--- src/hdl/gpad_pkg.sv ---
`timescale 1ns / 1ps
// Types and constants shared by the gamepad poll decoder modules.
package gpad_pkg;

    // One input tick: poll request flag and sampled controller data pin.
    typedef struct packed {
        logic req_type;
        logic data_in;
    } t_in_item;

    // One result per tick: pin levels after the tick and the decoded poll data.
    typedef struct packed {
        logic       select_n;
        logic       clock_out;
        logic       command_out;
        logic       done_res;
        logic [7:0] mode_id;
        logic [15:0] buttons_raw;
        logic [4:0] key_code;
        logic [7:0] right_x;
        logic [7:0] right_y;
        logic [7:0] left_x;
        logic [7:0] left_y;
    } t_out_item;

    typedef enum logic [1:0] {
        PH_HIGH = 2'd0,
        PH_LOW  = 2'd1,
        PH_GAP  = 2'd2
    } t_phase;

    localparam logic [1:0] CFG_HALF_PERIOD = 2'd0;
    localparam logic [1:0] CFG_BYTE_GAP    = 2'd1;

    localparam logic [15:0] HALF_PERIOD_RESET = 16'd50;
    localparam logic [15:0] BYTE_GAP_RESET    = 16'd800;

    localparam logic [7:0] CMD_FIRST  = 8'h01;
    localparam logic [7:0] CMD_SECOND = 8'h42;

    localparam logic [3:0] BYTE_ID     = 4'd1;
    localparam logic [3:0] BYTE_BTN_LO = 4'd3;
    localparam logic [3:0] BYTE_BTN_HI = 4'd4;
    localparam logic [3:0] BYTE_STICK0 = 4'd5;
    localparam logic [3:0] BYTE_LAST   = 4'd8;

    localparam logic [15:0] COMBO_L1_TRI = 16'h1400;
    localparam logic [15:0] COMBO_L1_CRS = 16'h4400;
    localparam logic [15:0] COMBO_L1_SQR = 16'h8400;
    localparam logic [15:0] COMBO_L1_CIR = 16'h2400;

    localparam logic [4:0] KEY_NONE     = 5'd0;
    localparam logic [4:0] KEY_L1_TRI   = 5'd17;
    localparam logic [4:0] KEY_L1_CRS   = 5'd18;
    localparam logic [4:0] KEY_L1_SQR   = 5'd19;
    localparam logic [4:0] KEY_L1_CIR   = 5'd20;

endpackage

--- src/hdl/gpad_keydec.sv ---
`timescale 1ns / 1ps
// Key decoder: turns the active-low button word into a key code.
module gpad_keydec (
    input  logic [15:0] i_buttons_raw,
    output logic [4:0]  o_key_code
);
    import gpad_pkg::*;

    logic [15:0] pressed;

    always_comb begin
        pressed    = ~i_buttons_raw;
        o_key_code = KEY_NONE;
        for (int i = 0; i < 16; i++) begin
            if (pressed == (16'h0001 << i)) begin
                o_key_code = 5'(i + 1);
            end
        end
        if (pressed == COMBO_L1_TRI) begin
            o_key_code = KEY_L1_TRI;
        end else if (pressed == COMBO_L1_CRS) begin
            o_key_code = KEY_L1_CRS;
        end else if (pressed == COMBO_L1_SQR) begin
            o_key_code = KEY_L1_SQR;
        end else if (pressed == COMBO_L1_CIR) begin
            o_key_code = KEY_L1_CIR;
        end
    end

endmodule

--- src/hdl/gpad_seq.sv ---
`timescale 1ns / 1ps
// Poll sequencer: bit timing, byte shifting, response stores and result forming.
module gpad_seq #(
    parameter int TIMER_WIDTH = 16
) (
    input  logic                 i_clk,
    input  logic                 i_rst_n,
    input  logic                 i_step,
    input  gpad_pkg::t_in_item   i_item,
    input  logic [15:0]          i_half_period,
    input  logic [15:0]          i_byte_gap,
    output gpad_pkg::t_out_item  o_result
);
    import gpad_pkg::*;

    localparam int CW = (TIMER_WIDTH > 16) ? TIMER_WIDTH : 16;
    localparam logic [TIMER_WIDTH-1:0] TMAX = {TIMER_WIDTH{1'b1}};

    logic                   r_busy, n_busy;
    t_phase                 r_phase, n_phase;
    logic [TIMER_WIDTH-1:0] r_timer, n_timer;
    logic [2:0]             r_bit, n_bit;
    logic [3:0]             r_byte, n_byte;
    logic [7:0]             r_shift, n_shift;
    logic                   r_cmd, n_cmd;
    logic [7:0]             r_id, n_id;
    logic [15:0]            r_buttons, n_buttons;
    logic [7:0]             r_stick [4];
    logic [7:0]             n_stick [4];
    logic [4:0]             r_code, n_code;

    logic [TIMER_WIDTH-1:0] tick_inc;
    logic [15:0]            limit;
    logic                   expired;
    logic                   done;
    logic                   finish_byte;
    logic [7:0]             shift_full;
    logic [4:0]             dec_code;

    gpad_keydec u_keydec (
        .i_buttons_raw (r_buttons),
        .o_key_code    (dec_code)
    );

    always_comb begin
        tick_inc   = (r_timer == TMAX) ? r_timer : r_timer + 1'b1;
        limit      = (r_phase == PH_HIGH || r_phase == PH_LOW) ? i_half_period : i_byte_gap;
        expired    = (CW'(tick_inc) >= CW'(limit)) || (tick_inc == TMAX);
        shift_full = r_shift | (8'(i_item.data_in) << r_bit);
    end

    always_comb begin
        n_busy      = r_busy;
        n_phase     = r_phase;
        n_timer     = r_timer;
        n_bit       = r_bit;
        n_byte      = r_byte;
        n_shift     = r_shift;
        n_cmd       = r_cmd;
        n_id        = r_id;
        n_buttons   = r_buttons;
        n_stick     = r_stick;
        n_code      = r_code;
        done        = 1'b0;
        finish_byte = 1'b0;

        if (!r_busy) begin
            if (i_item.req_type) begin
                n_busy  = 1'b1;
                n_phase = PH_HIGH;
                n_timer = '0;
                n_bit   = '0;
                n_byte  = '0;
                n_shift = '0;
                n_cmd   = CMD_FIRST[0];
            end
        end else begin
            case (r_phase)
                PH_HIGH: begin
                    n_timer = tick_inc;
                    if (expired) begin
                        n_phase = PH_LOW;
                        n_timer = '0;
                    end
                end
                PH_LOW: begin
                    n_timer = tick_inc;
                    if (expired) begin
                        n_shift = shift_full;
                        n_timer = '0;
                        n_phase = PH_HIGH;
                        if (r_bit != 3'd7) begin
                            n_bit = r_bit + 3'd1;
                            if (r_byte == 4'd0) begin
                                n_cmd = CMD_FIRST[n_bit];
                            end else if (r_byte == BYTE_ID) begin
                                n_cmd = CMD_SECOND[n_bit];
                            end else begin
                                n_cmd = 1'b0;
                            end
                        end else begin
                            // store the completed response byte
                            if (r_byte == BYTE_ID) begin
                                n_id = shift_full;
                            end else if (r_byte == BYTE_BTN_LO) begin
                                n_buttons[7:0] = shift_full;
                            end else if (r_byte == BYTE_BTN_HI) begin
                                n_buttons[15:8] = shift_full;
                            end else if (r_byte >= BYTE_STICK0 && r_byte <= BYTE_LAST) begin
                                n_stick[2'(r_byte - BYTE_STICK0)] = shift_full;
                            end
                            if (r_byte < 4'd2 || i_byte_gap == 16'd0) begin
                                finish_byte = 1'b1;
                            end else begin
                                n_phase = PH_GAP;
                            end
                        end
                    end
                end
                default: begin
                    n_timer = tick_inc;
                    if (expired) begin
                        finish_byte = 1'b1;
                    end
                end
            endcase
        end

        if (finish_byte) begin
            n_timer = '0;
            n_bit   = '0;
            n_shift = '0;
            n_phase = PH_HIGH;
            if (r_byte >= BYTE_LAST) begin
                n_busy = 1'b0;
                n_code = dec_code;
                done   = 1'b1;
            end else begin
                n_byte = r_byte + 4'd1;
                n_cmd  = 1'b0;
            end
        end
    end

    always_comb begin
        o_result.select_n    = ~n_busy;
        o_result.clock_out   = ~(n_busy && n_phase == PH_LOW);
        o_result.command_out = n_cmd;
        o_result.done_res    = done;
        o_result.mode_id     = n_id;
        o_result.buttons_raw = n_buttons;
        o_result.key_code    = n_code;
        o_result.right_x     = n_stick[0];
        o_result.right_y     = n_stick[1];
        o_result.left_x      = n_stick[2];
        o_result.left_y      = n_stick[3];
    end

    always_ff @(posedge i_clk) begin
        if (!i_rst_n) begin
            r_busy    <= 1'b0;
            r_phase   <= PH_HIGH;
            r_timer   <= '0;
            r_bit     <= '0;
            r_byte    <= '0;
            r_shift   <= '0;
            r_cmd     <= 1'b0;
            r_id      <= '0;
            r_buttons <= 16'hFFFF;
            r_stick   <= '{default: 8'h00};
            r_code    <= KEY_NONE;
        end else if (i_step) begin
            r_busy    <= n_busy;
            r_phase   <= n_phase;
            r_timer   <= n_timer;
            r_bit     <= n_bit;
            r_byte    <= n_byte;
            r_shift   <= n_shift;
            r_cmd     <= n_cmd;
            r_id      <= n_id;
            r_buttons <= n_buttons;
            r_stick   <= n_stick;
            r_code    <= n_code;
        end
    end

endmodule

--- src/hdl/gpad_obuf.sv ---
`timescale 1ns / 1ps
// Two-entry output buffer that decouples result delivery from tick acceptance.
module gpad_obuf (
    input  logic                 i_clk,
    input  logic                 i_rst_n,
    input  logic                 i_push,
    input  gpad_pkg::t_out_item  i_data,
    output logic                 o_space,
    output logic                 o_valid,
    input  logic                 i_ready,
    output gpad_pkg::t_out_item  o_data
);
    import gpad_pkg::*;

    logic [1:0] r_count;
    t_out_item  r_head;
    t_out_item  r_tail;
    logic       pop;

    assign o_space = (r_count != 2'd2);
    assign o_valid = (r_count != 2'd0);
    assign o_data  = r_head;
    assign pop     = o_valid && i_ready;

    always_ff @(posedge i_clk) begin
        if (!i_rst_n) begin
            r_count <= 2'd0;
        end else begin
            r_count <= r_count + 2'(i_push) - 2'(pop);
        end
    end

    // payload moves: head takes the tail or the new transfer, tail takes the new one
    always_ff @(posedge i_clk) begin
        if (pop) begin
            if (r_count == 2'd2) begin
                r_head <= r_tail;
                if (i_push) begin
                    r_tail <= i_data;
                end
            end else if (i_push) begin
                r_head <= i_data;
            end
        end else if (i_push) begin
            if (r_count == 2'd0) begin
                r_head <= i_data;
            end else begin
                r_tail <= i_data;
            end
        end
    end

endmodule

--- src/hdl/gamepad_serial_poll_decoder_top.sv ---
`timescale 1ns / 1ps
// Top level of the gamepad serial poll decoder.
//
// Usage:
//  - Input channel (i_in_valid / o_in_ready / i_in_data): one transfer is one
//    tick of the pin sequencer. req_type starts a poll when idle; data_in is
//    the sampled controller data pin. Requests during a poll are dropped.
//  - Output channel (o_out_valid / i_out_ready / o_out_data): exactly one
//    result per input transfer, in order: chip select, serial clock and
//    command levels after the tick, a done strobe, and the stored poll data.
//  - Config port (i_cfg_we / i_cfg_idx / i_cfg_wdata): index 0 sets the half
//    bit period in ticks, index 1 the gap after each data byte. Other indexes
//    are dropped. Write only while idle.
//  - Each result is registered in the output buffer before it is offered.
//    Throughput: one tick per cycle, limited only by the output handshake.
//  - Stall: a two-entry output buffer keeps accepting while one result waits;
//    with both entries held, o_in_ready drops and the sequencer holds.
//  - Reset (synchronous, active low): sequencer idle, buttons all released,
//    other stores cleared, registers back to 50 and 800 ticks.
module gamepad_serial_poll_decoder_top #(
    parameter int TIMER_WIDTH = 16
) (
    input  logic                 i_clk,
    input  logic                 i_rst_n,
    input  logic                 i_in_valid,
    output logic                 o_in_ready,
    input  gpad_pkg::t_in_item   i_in_data,
    output logic                 o_out_valid,
    input  logic                 i_out_ready,
    output gpad_pkg::t_out_item  o_out_data,
    input  logic                 i_cfg_we,
    input  logic [1:0]           i_cfg_idx,
    input  logic [15:0]          i_cfg_wdata
);
    import gpad_pkg::*;

    logic [15:0] r_half_period;
    logic [15:0] r_byte_gap;
    logic        in_xfer;
    t_out_item   seq_result;

    assign in_xfer = i_in_valid && o_in_ready;

    // configuration registers
    always_ff @(posedge i_clk) begin
        if (!i_rst_n) begin
            r_half_period <= HALF_PERIOD_RESET;
            r_byte_gap    <= BYTE_GAP_RESET;
        end else if (i_cfg_we) begin
            if (i_cfg_idx == CFG_HALF_PERIOD) begin
                r_half_period <= i_cfg_wdata;
            end else if (i_cfg_idx == CFG_BYTE_GAP) begin
                r_byte_gap <= i_cfg_wdata;
            end
        end
    end

    // advance the sequencer by one tick per accepted transfer
    gpad_seq #(
        .TIMER_WIDTH (TIMER_WIDTH)
    ) u_seq (
        .i_clk         (i_clk),
        .i_rst_n       (i_rst_n),
        .i_step        (in_xfer),
        .i_item        (i_in_data),
        .i_half_period (r_half_period),
        .i_byte_gap    (r_byte_gap),
        .o_result      (seq_result)
    );

    // hold results until the receiver takes them
    gpad_obuf u_obuf (
        .i_clk   (i_clk),
        .i_rst_n (i_rst_n),
        .i_push  (in_xfer),
        .i_data  (seq_result),
        .o_space (o_in_ready),
        .o_valid (o_out_valid),
        .i_ready (i_out_ready),
        .o_data  (o_out_data)
    );

endmodule

--- config.mk ---
export PLATFORM = sky130hd
export DESIGN_NAME = gamepad_serial_poll_decoder_top
export DESIGN_NICKNAME = d
export VERILOG_FILES = /design/src/hdl/gpad_pkg.sv /design/src/hdl/gpad_keydec.sv /design/src/hdl/gpad_seq.sv /design/src/hdl/gpad_obuf.sv /design/src/hdl/gamepad_serial_poll_decoder_top.sv
export SDC_FILE = /design/constraint.sdc
export NUM_CORES = 1
export LEC_CHECK = 0
export BUFFER_PORTS_ARGS = -buffer_cell sky130_fd_sc_hd__buf_2
export CORE_MARGIN = 2
export CORE_UTILIZATION = 35
export CTS_BUF_LIST = sky130_fd_sc_hd__clkbuf_16
export CTS_CLUSTER_DIAMETER = 80
export DETAILED_ROUTE_END_ITERATION = 8
export GPL_TIMING_DRIVEN = 0
export PLACE_DENSITY = 0.54
export SLEW_MARGIN = 20
export SYNTH_ARGS = -nofsm -noshare
export SYNTH_HDL_FRONTEND = slang
export SYNTH_SLANG_ARGS = --single-unit
export TNS_END_PERCENT = 5
--- constraint.sdc ---
create_clock -name i_clk -period 18 [get_ports i_clk]
set_clock_uncertainty 0.2 [all_clocks]
set_input_delay 1.8 -clock i_clk [delete_from_list [all_inputs] [get_ports i_clk]]
set_output_delay 1.8 -clock i_clk [all_outputs]
set_load 0.01 [all_outputs]
**Yosys cells after proc, flatten, opt, wreduce, memory -nomap -nowiden**

Memory sizes are Yosys's and may differ from the RTL's.
Cells that the tools add are included.

- Output and inout port bits: 67
- Memories: 2
- Bits in read-only memories: 16
- Bits of input ports: 25
- Bits in registers: 260
- Bits in latches: 0
- Bits in writable memories: 0

- $lt $le $gt $ge: 8
- Equality and inequality tests: 36
- Shift-type cells: 1
- Multiply operators: 0
- Multiplexer cells: 108
- Add/sub/neg operators: 6
- Divide/modulo/power cells: 0
- Bitwise gates (word level): 6
- Reductions and logical operators: 26

Memories:

| name | depth | width | read ports | clocked after memory_dff | wr ports | RTL line | RTL |
|---|---|---|---|---|---|---|---|
| (no name shown) | 8 | 1 | 1 | 0 | 0 | gpad_seq.sv:95 | `n_cmd = CMD_FIRST[n_bit];` |
| (no name shown) | 8 | 1 | 1 | 0 | 0 | gpad_seq.sv:97 | `n_cmd = CMD_SECOND[n_bit];` |

Operator list:

| kind | count |
|---|---|
| 65-bit two-way mux | 9 |
| 32-bit two-way mux | 8 |
| 16-bit two-way mux | 12 |
| 8-bit two-way mux | 14 |
| 5-bit two-way mux | 21 |
| 16-bit == test (second input constant) | 4 |
| 32-bit bitwise mux | 1 |
| 16-bit by 13-bit == test with 1-bit output (second input constant) | 2 |
| 16-bit by 14-bit == test with 1-bit output (second input constant) | 2 |
| 16-bit by 15-bit == test with 1-bit output (second input constant) | 2 |
| 1-bit two-way mux | 23 |
| 3-bit two-way mux | 6 |
| 16-bit by 1-bit adder with 16-bit output (second input constant) | 1 |
| 8-bit demux with 2-bit select | 1 |
| 16-bit by 1-bit == test with 1-bit output (second input constant) | 1 |
| 16-bit by 10-bit == test with 1-bit output (second input constant) | 1 |
| 16-bit by 11-bit == test with 1-bit output (second input constant) | 1 |
| 16-bit by 12-bit == test with 1-bit output (second input constant) | 1 |
| 16-bit by 2-bit == test with 1-bit output (second input constant) | 1 |
| 16-bit by 3-bit == test with 1-bit output (second input constant) | 1 |
| 16-bit by 4-bit == test with 1-bit output (second input constant) | 1 |
| 16-bit by 5-bit == test with 1-bit output (second input constant) | 1 |
| 16-bit by 6-bit == test with 1-bit output (second input constant) | 1 |
| 16-bit by 7-bit == test with 1-bit output (second input constant) | 1 |
| other kinds (44) | 75 |

**Longest topological paths before layout**

Gate-level depths: netlist of run 1.

- Word-level depth: 27
- Mapped depth: 19
- Gate-level depth less buffers: 15

**Hierarchy**

Synthesis of run 1 repeated with hierarchy kept, for this count alone.

- Cells, all modules: 1067
- Area, all modules: 12767.2 um^2

By module, submodules not included:

| module | sequential area each (um^2) | cells each | area each (um^2) | times used |
|---|---|---|---|---|
| gpad_seq | 1921.8 | 644 | 6030.8 | 1 |
| gpad_obuf | 3943.8 | 220 | 4992.3 | 1 |
| gamepad_serial_poll_decoder_top | 640.6 | 129 | 1282.5 | 1 |
| gpad_keydec | 0.0 | 74 | 461.7 | 1 |

**Worst setup path after synthesis of run 1**

Ideal clock, no wire load.

- Path type: in2reg
- Start point: input i_out_ready
- End point: register u_obuf.r_tail[0] in the netlist's numbering (enable)
- Setup slack: 10694 ps
- Stages: 1
- Data arrival time: 6525 ps
- Required time: 17219 ps
- Library setup time: 581 ps
- Buffers on the path: 0
- Cell sequence: nor3b_1

- Longest elaborated chain between the ends: 3

RTL lines:

| element | RTL line | RTL |
|---|---|---|
| start: declaration | gamepad_serial_poll_decoder_top.sv:29 | `input logic i_out_ready,` |
| 1-bit logical AND * | gpad_obuf.sv:23 | `assign pop = o_valid && i_ready;` |
| 2-bit != test (no line) or 2-bit by 1-bit != test with 1-bit output (tied branches) | n/a |  |
| 3-bit AND reduction (no line) * | n/a |  |
| end signal: assignment | gpad_obuf.sv:39 | `r_tail <= i_data;` |
| end signal: assignment | gpad_obuf.sv:48 | `r_tail <= i_data;` |
| end: declaration | gpad_obuf.sv:17 | `t_out_item r_tail;` |

Every way passes the cells marked *; elsewhere a longest branch is shown, timed or not.
A chain may end at the register's enable or synchronous reset.

==> results of run 1 <==
==> power breakdown <==
part	internal [mW]	leakage (nW)	total [mW]	switching, mW
Sequential	0.683	2.22	0.696	0.0137
Combinational	0.0701	2.76	0.186	0.115
Clock	0.313	0.471	0.563	0.250
Total	1.07	5.46	1.45	0.380
==> cell usage after synthesis, types with 15 or more instances <==
| cell | number | area, sq um |
|---|---|---|
| a21oi_1 | 50 | 250 |
| a22oi_1 | 15 | 113 |
| clkbuf_1 | 61 | 229 |
| dfxtp_1 | 130 | 2600 |
| edfxtp_1 | 130 | 3900 |
| ha_1 | 31 | 388 |
| inv_1 | 17 | 63.8 |
| mux2_2 | 103 | 1160 |
| mux2i_1 | 36 | 360 |
| nand2_1 | 127 | 477 |
| nand3_1 | 51 | 255 |
| nand4_1 | 24 | 150 |
| nor2_1 | 66 | 248 |
| nor3_1 | 41 | 205 |
| nor4_1 | 15 | 93.8 |
| o21ai_0 | 31 | 155 |
==> worst max-delay path, stage by stage, from the launching register on <==
cell      delay (ns)
dfxtp_1         0.42
ha_1            0.32
and4_1          0.22
buf_2           0.20
nand4_1         0.35
nand4_1         0.24
xor2_1          0.25
inv_1           0.12
ha_1            0.31
nand3_1         0.10
o22ai_1         0.09
a211oi_1        0.34
o31a_1          0.24
o31a_1          0.37
buf_6           0.23
clkbuf_1        0.42
xnor2_1         0.17
nand2_1         0.14
mux2_2          0.30
==> layout by cell type, fill, tap and decap left out, types with 36 or more instances in the layout <==
cell	Yosys	routed
nand3_1	51	51
dfxtp_1	130	130
mux2i_1	36	36
buf_2	6	96
nand2_1	127	127
edfxtp_1	130	130
nor2_1	66	66
a21oi_1	50	50
mux2_2	103	103
clkbuf_1	61	61
nor3_1	41	41
==> layer usage <==
layer | global-route usage | wire (microns) | share of wire | vias up
met5 | 0 | 0 | 0 | -
met4 | 0.0467 | 713 | 0.022 | 0
met3 | 0.0232 | 1380 | 0.043 | 47
met2 | 0.298 | 15400 | 0.48 | 216
li1 | - | - | - | 4423
met1 | 0.233 | 14600 | 0.46 | 4402
==> metrics by stage <==
step | power (mW) | std cells | utilization
floorplan | 0.817 | 1123 | -
global placement | 0.894 | 1668 | 0.386
detailed placement | 0.899 | 1678 | 0.390
CTS | 1.47 | 1734 | 0.417
global route | 1.51 | 1734 | 0.417
finish | 1.45 | 1734 | 0.417
==> registers in the layout, indices dropped and copies added, names as in the netlist, 2 cells and up <==
| register | count |
|---|---|
| u_seq.r_stick | 32 |
| u_obuf.o_data | 65 |
| u_obuf.r_tail | 65 |
| u_seq.r_id | 8 |
| u_seq.r_phase | 2 |
| u_seq.r_bit | 3 |
| u_seq.r_timer | 16 |
| r_half_period | 16 |
| u_seq.r_code | 5 |
| u_seq.r_buttons | 16 |
| u_obuf.r_count | 2 |
| r_byte_gap | 16 |
| u_seq.r_shift | 8 |
| u_seq.r_byte | 4 |
==> final cells by class <==
class,count,share of cell area
Multi-Input combinational cell,763,0.376
Tap cell,455,0.0395
Clock buffer,31,0.0538
Sequential cell,260,0.451
Clock inverter,25,0.0103
Buffer,83,0.0245
Inverter,17,0.00442
Timing Repair Buffer,100,0.0406
==> cell families after synthesis <==
logic type      Yosys count  synth area share
flops                   260             0.528
fa+ha+maj                31            0.0315
buf+inv                 100            0.0339
simple gates            390             0.160
mux                     154             0.141
xor+xnor                 16            0.0114
compound gates          172            0.0945
==> worst min-delay path by stage <==
stage	startpoint	to	slack, ns
after detailed placement	r_half_period[6]	r_half_period[6]	0.25
after CTS	r_half_period[12]	r_half_period[12]	0.26
after global routing	r_half_period[6]	r_half_period[6]	0.28
after global placement	u_seq.r_code[4]	u_seq.r_code[4]	0.24
after floorplan	u_seq.r_code[0]	u_seq.r_code[0]	0.23
final	r_half_period[6]	r_half_period[6]	0.25
==> flow_metrics.py, run 1 <==
metrics = {
    "placement": {
        "post-dp-hpwl_microns": 23000,
        "placed_area_sq_um": 13500,
        "port_buffers": 90,
        "gp_congestion": 0.869,
        "dpl_worst_slack_ns": 12.79,
    },
    "grt": {
        "track_usage": 0.175,
        "grt_pass1_vias": 8815,
        "grt-ovfl-total": 0,
        "grt_max_degree": 26,
        "grt_pass1_wl_microns": 50300,
        "antenna_found_initial": 0,
    },
    "final_layout": {
        "antenna_cells": 0,
        "multi_input_area_sq_um": 5420,
        "synthToLayoutAreaGrowth_pct": 17.0,
        "ff_latch_area_sq_um": 6510,
        "design_area_sq_um": 14400,
        "nets": 1311,
        "drive_gt1_frac": 0.235,
        "nFillCells": 3355,
    },
    "critical_path": {
        "cp-startpoint": "u_seq.r_timer[0]",
        "crit_end": "u_obuf.o_data[63]",
        "cp-end-kind": "flip-flop",
        "path_max_fanout": 10,
        "path_class": "reg2reg",
        "reg2reg_depth": 18,
        "critPathLaunchType": "flip-flop",
        "critPathArrivalTime_ns": 5.37,
        "cp_data_required_time_ns": 18.13,
        "reg2reg_from": "u_seq.r_timer[0]",
        "reg2reg_to": "u_obuf.o_data[63]",
        "r2r_slack_ns": 12.76,
    },
    "timing": {
        "setup_viol": 0,
        "final.setup.tns_ns": 0,
        "period_share": 0.291,
        "slew_headroom": 0.345,
        "whs_ns": 0.254,
        "tightest_slew_ns": 0.983,
        "fin_ws_ns": 12.76,
        "finalHoldViolations": 0,
        "rsz0062_at_grt": "false",
        "slew_violations": 0,
        "fin_crit_ns": 5.24,
        "timing.fmax_ghz": 0.191,
    },
    "job": {
        "maxCapViolCount": 0,
    },
    "clock_tree": {
        "ctsResizeCount": 0,
        "post_cts_buffers": 0,
        "cts_buffers": 30,
        "cts_tree": "yes",
        "clk_pin_slew_ns": 0.06,
        "postCtsHoldBufs": 0,
        "worstSkewPairLatency_ns": 0.58,
        "clockRootBuffer": "clkbuf_16",
        "clk_path_buf_depth": 3,
        "cts.htree.levels": 1,
        "clkSinkCount": 260,
    },
    "routing": {
        "drtPass1Iterations": 5,
        "drcViolationCount": 0,
        "postRouteAntennaNets": 0,
        "viasPerCell": 5.24,
        "drt_iter0_drc": 589,
        "wl_per_cell_microns": 18.5,
        "route.vias.total": 9088,
        "drt_wl_total_microns": 32100,
    },
    "synthesis": {
        "synthCells": 1123,
        "synthDistinctLibCells": 71,
        "synth_edf_count": 130,
        "ys_ff_latch": 260,
        "syn_nets": 1179,
        "yosys_warnings": 0,
        "synth_flop_cell": "edfxtp_1",
        "avgSynthCellArea_sq_um": 11.0,
        "async_reset_ff_frac": 0,
        "syn_area_sq_um": 12300,
        "synth_seq_area_share": 0.528,
    },
    "min_path": {
        "holdCritPathClass": "reg2reg",
        "holdPathStages": 2,
    },
    "die": {
        "die_h_microns": 192,
        "dieArea_sq_um": 36800,
        "coreArea_sq_um": 34600,
        "die_x_microns": 192,
        "io_pins": 92,
        "num_rows": 68,
        "start_util": 0.356,
    },
    "pwr": {
        "p_per_area_nw_per_um2": 100,
        "ir_drop_uv": 78.4,
        "p_leak_nw": 5.46,
    },
    "status": {
        "status": "completed",
    },
}
Note: power is estimated with default switching activity, not from simulation.
==> run 2: changes to the inputs <==
--- a/config.mk
+++ b/config.mk
@@ -12,7 +12,7 @@
 export CTS_CLUSTER_DIAMETER = 80
 export DETAILED_ROUTE_END_ITERATION = 8
 export GPL_TIMING_DRIVEN = 0
-export PLACE_DENSITY = 0.54
+export PLACE_DENSITY = 0.56
 export SLEW_MARGIN = 20
 export SYNTH_ARGS = -nofsm -noshare
 export SYNTH_HDL_FRONTEND = slang
==> constraint.sdc (replaced) <==
create_clock -name i_clk -period 4.7 [get_ports i_clk]
set_clock_uncertainty 0.2 [all_clocks]
set_input_delay 0.47 -clock i_clk [delete_from_list [all_inputs] [get_ports i_clk]]
set_output_delay 0.47 -clock i_clk [all_outputs]
set_load 0.01 [all_outputs]
==> run 2 against run 1 <==
First-iteration DRC count increased by 7.8%. Critical endpoint is now u_obuf.o_data[37]. Core utilization increased by 1.2 points. Via count increased by 0.31%. Total power increased to 3.9 times the previous value. Fmax increased by 15%. Largest cell class unchanged. Sequential share of layout area decreased by 1.2 points. Largest power group unchanged. Register-to-register slack got worse by 13 ns. Clock power increased to 4.1 times the previous value. Cell count increased by 0.98%. Worst setup slack got worse by 13 ns.
==> flow_metrics.py, run 2 (synthesis gave the netlist of run 1 again) <==
metrics = {
    "status": {
        "status": "completed",
    },
    "clock_tree": {
        "clockRootBuffer": "clkbuf_16",
        "cts_tree": "yes",
        "clk_path_buf_depth": 3,
        "worstSkewPairLatency_ns": 0.57,
        "cts_buffers": 29,
        "cts.htree.levels": 1,
        "clk_pin_slew_ns": 0.06,
        "clkSinkCount": 260,
    },
    "timing": {
        "slew_violations": 0,
        "finalHoldViolations": 0,
        "final.setup.tns_ns": 0,
        "setup_viol": 0,
        "fin_crit_ns": 4.56,
        "tightest_slew_ns": 0.927,
        "slew_headroom": 0.382,
        "timing.fmax_ghz": 0.219,
        "fin_ws_ns": 0.136,
        "period_share": 0.971,
    },
    "routing": {
        "drt_wl_total_microns": 31700,
        "viasPerCell": 5.21,
        "wl_per_cell_microns": 18.1,
        "route.vias.total": 9116,
        "drcViolationCount": 0,
        "drtPass1Iterations": 5,
        "postRouteAntennaNets": 0,
        "drt_iter0_drc": 635,
    },
    "die": {
        "coreArea_sq_um": 34600,
        "start_util": 0.356,
        "io_pins": 92,
        "dieArea_sq_um": 36800,
        "num_rows": 68,
        "die_x_microns": 192,
        "die_h_microns": 192,
    },
    "critical_path": {
        "critPathLaunchType": "flip-flop",
        "cp-end-kind": "flip-flop",
        "cpPeakStageDelay_ns": 0.37,
        "path_max_fanout": 9,
        "critPathArrivalTime_ns": 4.68,
        "crit_top_cell": "buf_4",
        "path_class": "reg2reg",
        "slowest_stage": "dfxtp_4",
        "cp_cell_sequence": "ha_4, and4_1, clkbuf_4, nand4_1, buf_4, buf_4, nand2_1, mux2_2, ha_1, o211ai_1, nor2_1, a211oi_2, o31a_1, o31a_1, buf_4, or3_1, buf_6, mux2_4, mux2_2",
        "cp_data_required_time_ns": 4.82,
    },
    "final_layout": {
        "nets": 1329,
        "synthToLayoutAreaGrowth_pct": 20.4,
        "stdcell_count": 1751,
        "drive_gt1_frac": 0.251,
        "final_common_cell": "edfxtp_1",
        "fin_util": 0.429,
        "antenna_cells": 0,
        "layout_common_cells": "edfxtp_1, nand2_1, dfxtp_1, mux2_2, buf_2",
        "nFillCells": 3304,
        "design_area_sq_um": 14800,
    },
    "grt": {
        "grt_pass1_vias": 8807,
        "grt_pass1_wl_microns": 49700,
        "antenna_found_initial": 0,
        "grt_max_degree": 26,
        "track_usage": 0.173,
        "grt-ovfl-total": 0,
    },
    "pwr": {
        "p_per_area_nw_per_um2": 383,
        "p_leak_nw": 5.69,
        "ir_drop_uv": 266,
    },
    "placement": {
        "placed_area_sq_um": 13500,
        "port_buffers": 90,
        "dp_cells": 1675,
        "gp_congestion": 0.862,
        "post-dp-hpwl_microns": 22400,
        "dpl_worst_slack_ns": -0.516,
    },
    "min_path": {
        "holdCritPathClass": "in2reg",
    },
    "job": {
        "maxCapViolCount": 0,
    },
}
[run 2: changes by cell type in the layout (fill, tap and decap cells not counted), sizes merged]
| cell | before | now |
|---|---|---|
| inv | 25 | 27 |
| clkinv | 13 | 9 |
| bufinv | 0 | 2 |
| clkinvlp | 4 | 1 |
| buf | 121 | 123 |
| clkbuf | 93 | 95 |
| dlygate4sd3 | 0 | 16 |
[run 2: routing by layer]
layer,vias up,wire (microns),global-route usage
met4,0,743,0.0485
met3,45,1310,0.0238
met1,4414,14500,0.230
li1,4458,-,-
met2,199,15200,0.293
met5,-,0,0
[run 2: what timing repair did]
item	CTS	global route
setup endpoints to repair	152	117
endpoints found under the hold margin	32	0
buffers inserted	3	5
resized for setup	10	22
hold buffers	16	0
pin swaps	1	5
[run 2: final timing paths]
| kind | from | endpoint | slack (ns) | cells after the start |
|---|---|---|---|---|
| setup / recovery | u_seq.r_timer[0] | u_obuf.o_data[37] | 0.14 | 19 |
| hold / removal | i_in_data[1] | u_seq.r_busy | 0.11 | 3 |
| setup reg to reg | u_seq.r_timer[0] | u_obuf.o_data[37] | 0.14 | 19 |
| hold reg to reg | r_half_period[6] | r_half_period[6] | 0.25 | 2 |
[run 2: final cells by class]
cell class              instances  area, sq um  share of cell area
plain buffers                  81          357              0.0240
clock buffers                  32          801              0.0539
clock inverters                22          171              0.0115
inverters                      17         63.8             0.00430
multi-input cells             763         5540               0.374
flip-flops and latches        260         6520               0.439
well taps                     455          569              0.0384
repair buffers                121          818              0.0551
[run 2: worst max-delay path: cells and delay by family (launching register included)]
family | cells | cell delay [ns]
AO/OA/AOI/OAI | 4 | 0.94
adder cells (fa/ha/maj) | 2 | 0.46
buffers and inverters | 5 | 0.85
flip-flops | 1 | 0.37
multiplexers | 3 | 0.86
AND/OR/NAND/NOR | 5 | 0.64
[run 2: through the flow]
| step | hold slack (ns) | power (mW) |
|---|---|---|
| 2_1_floorplan | 0.233 | 3.13 |
| 5_1_grt | 0.127 | 5.92 |
| 6_report | 0.109 | 5.68 |
| 4_1_cts | 0.0625 | 5.76 |
| 3_5_place_dp | 0.246 | 3.44 |
| 3_3_place_gp | 0.243 | 3.42 |
[run 2: power by group]
group / total (mW) / switching (mW) / internal (mW)
Sequential: 2.67 / 0.0534 / 2.61
Clock: 2.29 / 0.949 / 1.34
Combinational: 0.726 / 0.444 / 0.282
==> run 3: changes to the inputs <==
--- a/config.mk
+++ b/config.mk
@@ -6,13 +6,13 @@
 export NUM_CORES = 1
 export LEC_CHECK = 0
 export BUFFER_PORTS_ARGS = -buffer_cell sky130_fd_sc_hd__buf_2
+export CORE_ASPECT_RATIO = 1.75
 export CORE_MARGIN = 2
 export CORE_UTILIZATION = 35
 export CTS_BUF_LIST = sky130_fd_sc_hd__clkbuf_16
-export CTS_CLUSTER_DIAMETER = 80
 export DETAILED_ROUTE_END_ITERATION = 8
 export GPL_TIMING_DRIVEN = 0
-export PLACE_DENSITY = 0.56
+export PLACE_DENSITY = 0.54
 export SLEW_MARGIN = 20
 export SYNTH_ARGS = -nofsm -noshare
 export SYNTH_HDL_FRONTEND = slang
==> constraint.sdc (replaced) <==
create_clock -name i_clk -period 5.56 [get_ports i_clk]
set_clock_uncertainty 0.2 [all_clocks]
set_input_delay 0.556 -clock i_clk [delete_from_list [all_inputs] [get_ports i_clk]]
set_output_delay 0.556 -clock i_clk [all_outputs]
set_load 0.01 [all_outputs]
==> run 3 against run 2 <==
Clock-buffer cell count is 7 lower. Hold slack worse by 0.069 ns. First-iteration DRC count is 30% lower. Cell count is 1.2% lower. Clock power is 28% lower. Cell area is 3.7% lower. Register-to-register slack better by 0.19 ns. Non-clock buffer count is 22 lower. Core utilization is 2.0 points lower. Routed wire length is 6.7% higher. Sequential power is 16% lower. Die area is 0.16% higher. Largest power group unchanged. Highest routed layer is now met5.
==> flow_metrics.py, run 3 (synthesis gave the netlist of run 1 again) <==
metrics = {
    "clock_tree": {
        "cts_tree": "yes",
        "postCtsHoldBufs": 0,
        "worstSkewPairLatency_ns": 0.54,
        "clk_path_buf_depth": 3,
        "ctsResizeCount": 0,
        "post_cts_buffers": 0,
        "clockRootBuffer": "clkbuf_16",
        "clk_pin_slew_ns": 0.07,
        "cts.htree.levels": 1,
        "clkSinkCount": 260,
        "cts_buffers": 25,
    },
    "placement": {
        "port_buffers": 90,
        "post-dp-hpwl_microns": 24700,
        "gp_congestion": 0.880,
        "placed_area_sq_um": 13500,
        "dpl_worst_slack_ns": 0.307,
        "dp_cells": 1685,
    },
    "timing": {
        "slew_violations": 0,
        "setup_viol": 0,
        "rsz0062_at_grt": "false",
        "slew_headroom": 0.328,
        "tightest_slew_ns": 1.01,
        "timing.fmax_ghz": 0.191,
        "whs_ns": 0.0397,
        "period_share": 0.941,
        "fin_ws_ns": 0.329,
        "fin_crit_ns": 5.23,
        "finalHoldViolations": 0,
        "final.setup.tns_ns": 0,
    },
    "die": {
        "die_x_microns": 146,
        "dieArea_sq_um": 36800,
        "coreArea_sq_um": 35000,
        "num_rows": 91,
        "die_h_microns": 252,
        "start_util": 0.353,
        "io_pins": 92,
    },
    "grt": {
        "track_usage": 0.180,
        "grt_pass1_vias": 8967,
        "antenna_found_initial": 1,
        "grt_max_degree": 25,
        "grt-ovfl-total": 0,
        "grt_pass1_wl_microns": 51700,
    },
    "routing": {
        "drtPass1Iterations": 4,
        "route.vias.total": 9022,
        "postRouteAntennaNets": 0,
        "drcViolationCount": 0,
        "wl_per_cell_microns": 19.5,
        "drt_iter0_drc": 444,
        "drt_wl_total_microns": 33800,
        "viasPerCell": 5.22,
    },
    "pwr": {
        "p_per_area_nw_per_um2": 315,
        "p_leak_nw": 5.37,
        "ir_drop_uv": 211,
        "p_total_mw": 4.51,
    },
    "min_path": {
        "holdCritPathClass": "in2reg",
    },
    "job": {
        "maxCapViolCount": 0,
    },
    "critical_path": {
        "critPathArrivalTime_ns": 5.32,
        "cp_cell_sequence": "ha_1, and4_1, buf_2, nand4_1, nand4_1, xor2_1, inv_1, ha_1, nand3_1, o22ai_1, a211oi_1, o31a_1, o31a_1, nand4bb_1, buf_2, buf_6, mux2_4, mux2_2",
        "path_max_fanout": 10,
        "slowest_stage": "dfxtp_1",
        "critPathLaunchType": "flip-flop",
        "path_class": "reg2reg",
        "cp_data_required_time_ns": 5.65,
        "cp-end-kind": "flip-flop",
        "cpPeakStageDelay_ns": 0.42,
    },
    "final_layout": {
        "synthToLayoutAreaGrowth_pct": 16.0,
        "nets": 1303,
        "design_area_sq_um": 14300,
        "drive_gt1_frac": 0.232,
        "stdcell_count": 1730,
        "antenna_cells": 0,
        "fin_util": 0.409,
        "layout_common_cells": "dfxtp_1, edfxtp_1, nand2_1, mux2_2, buf_2",
    },
    "status": {
        "status": "completed",
    },
}
run 3: changes by cell type in the layout (fill, tap and decap cells not counted), moves of 3 or more:
cell           delta
nor4_1            +3
dfxtp_2           -4
nor4_4            -3
clkbuf_16         -7
dlygate4sd3_1    -16
clkinvlp_4        +3
dfxtp_1           +6
inv_1             -3
buf_4             -7
run 3: layer usage:
layer	vias to the layer above	track usage	wire, microns
met5	-	0	7
met2	185	0.358	18600
met4	2	0.0630	965
met3	52	0.0211	1290
met1	4377	0.193	12900
li1	4406	-	-
run 3: final timing paths:
check | slack (ns) | startpoint | endpoint | cells after the start
worst min register to register | 0.25 | r_half_period[10] | r_half_period[10] | 2
worst min-delay path | 0.04 | i_cfg_wdata[5] | r_half_period[5] | 3
worst max register to register | 0.33 | u_seq.r_timer[0] | u_obuf.o_data[53] | 18
worst max-delay path | 0.33 | u_seq.r_timer[0] | u_obuf.o_data[53] | 18
run 3: area by class of cell:
cell class	count	area, sq um
inverter	17	63.8
fill	3447	20700
sequential	260	6510
clock inverter	20	138
multi-input combinational	763	5430
tap	465	582
timing repair buffer	97	598
buffer	83	357
clock buffer	25	626
run 3: power by group:
part           switching, mW  leakage (nW)  internal (mW)
clock                  0.763         0.378          0.872
sequential            0.0458          2.22           2.21
combinational          0.387          2.77          0.231
total                   1.20          5.37           3.31
run 3: critical path, delay by kind of cell (launching register included):
family,cells,cell delay [ns]
XOR/XNOR,1,0.26
AO/OA/AOI/OAI,4,1.09
adder cells (fa/ha/maj),2,0.61
AND/OR/NAND/NOR,5,1.10
flip-flops,1,0.42
multiplexers,2,0.57
buffers and inverters,4,0.69
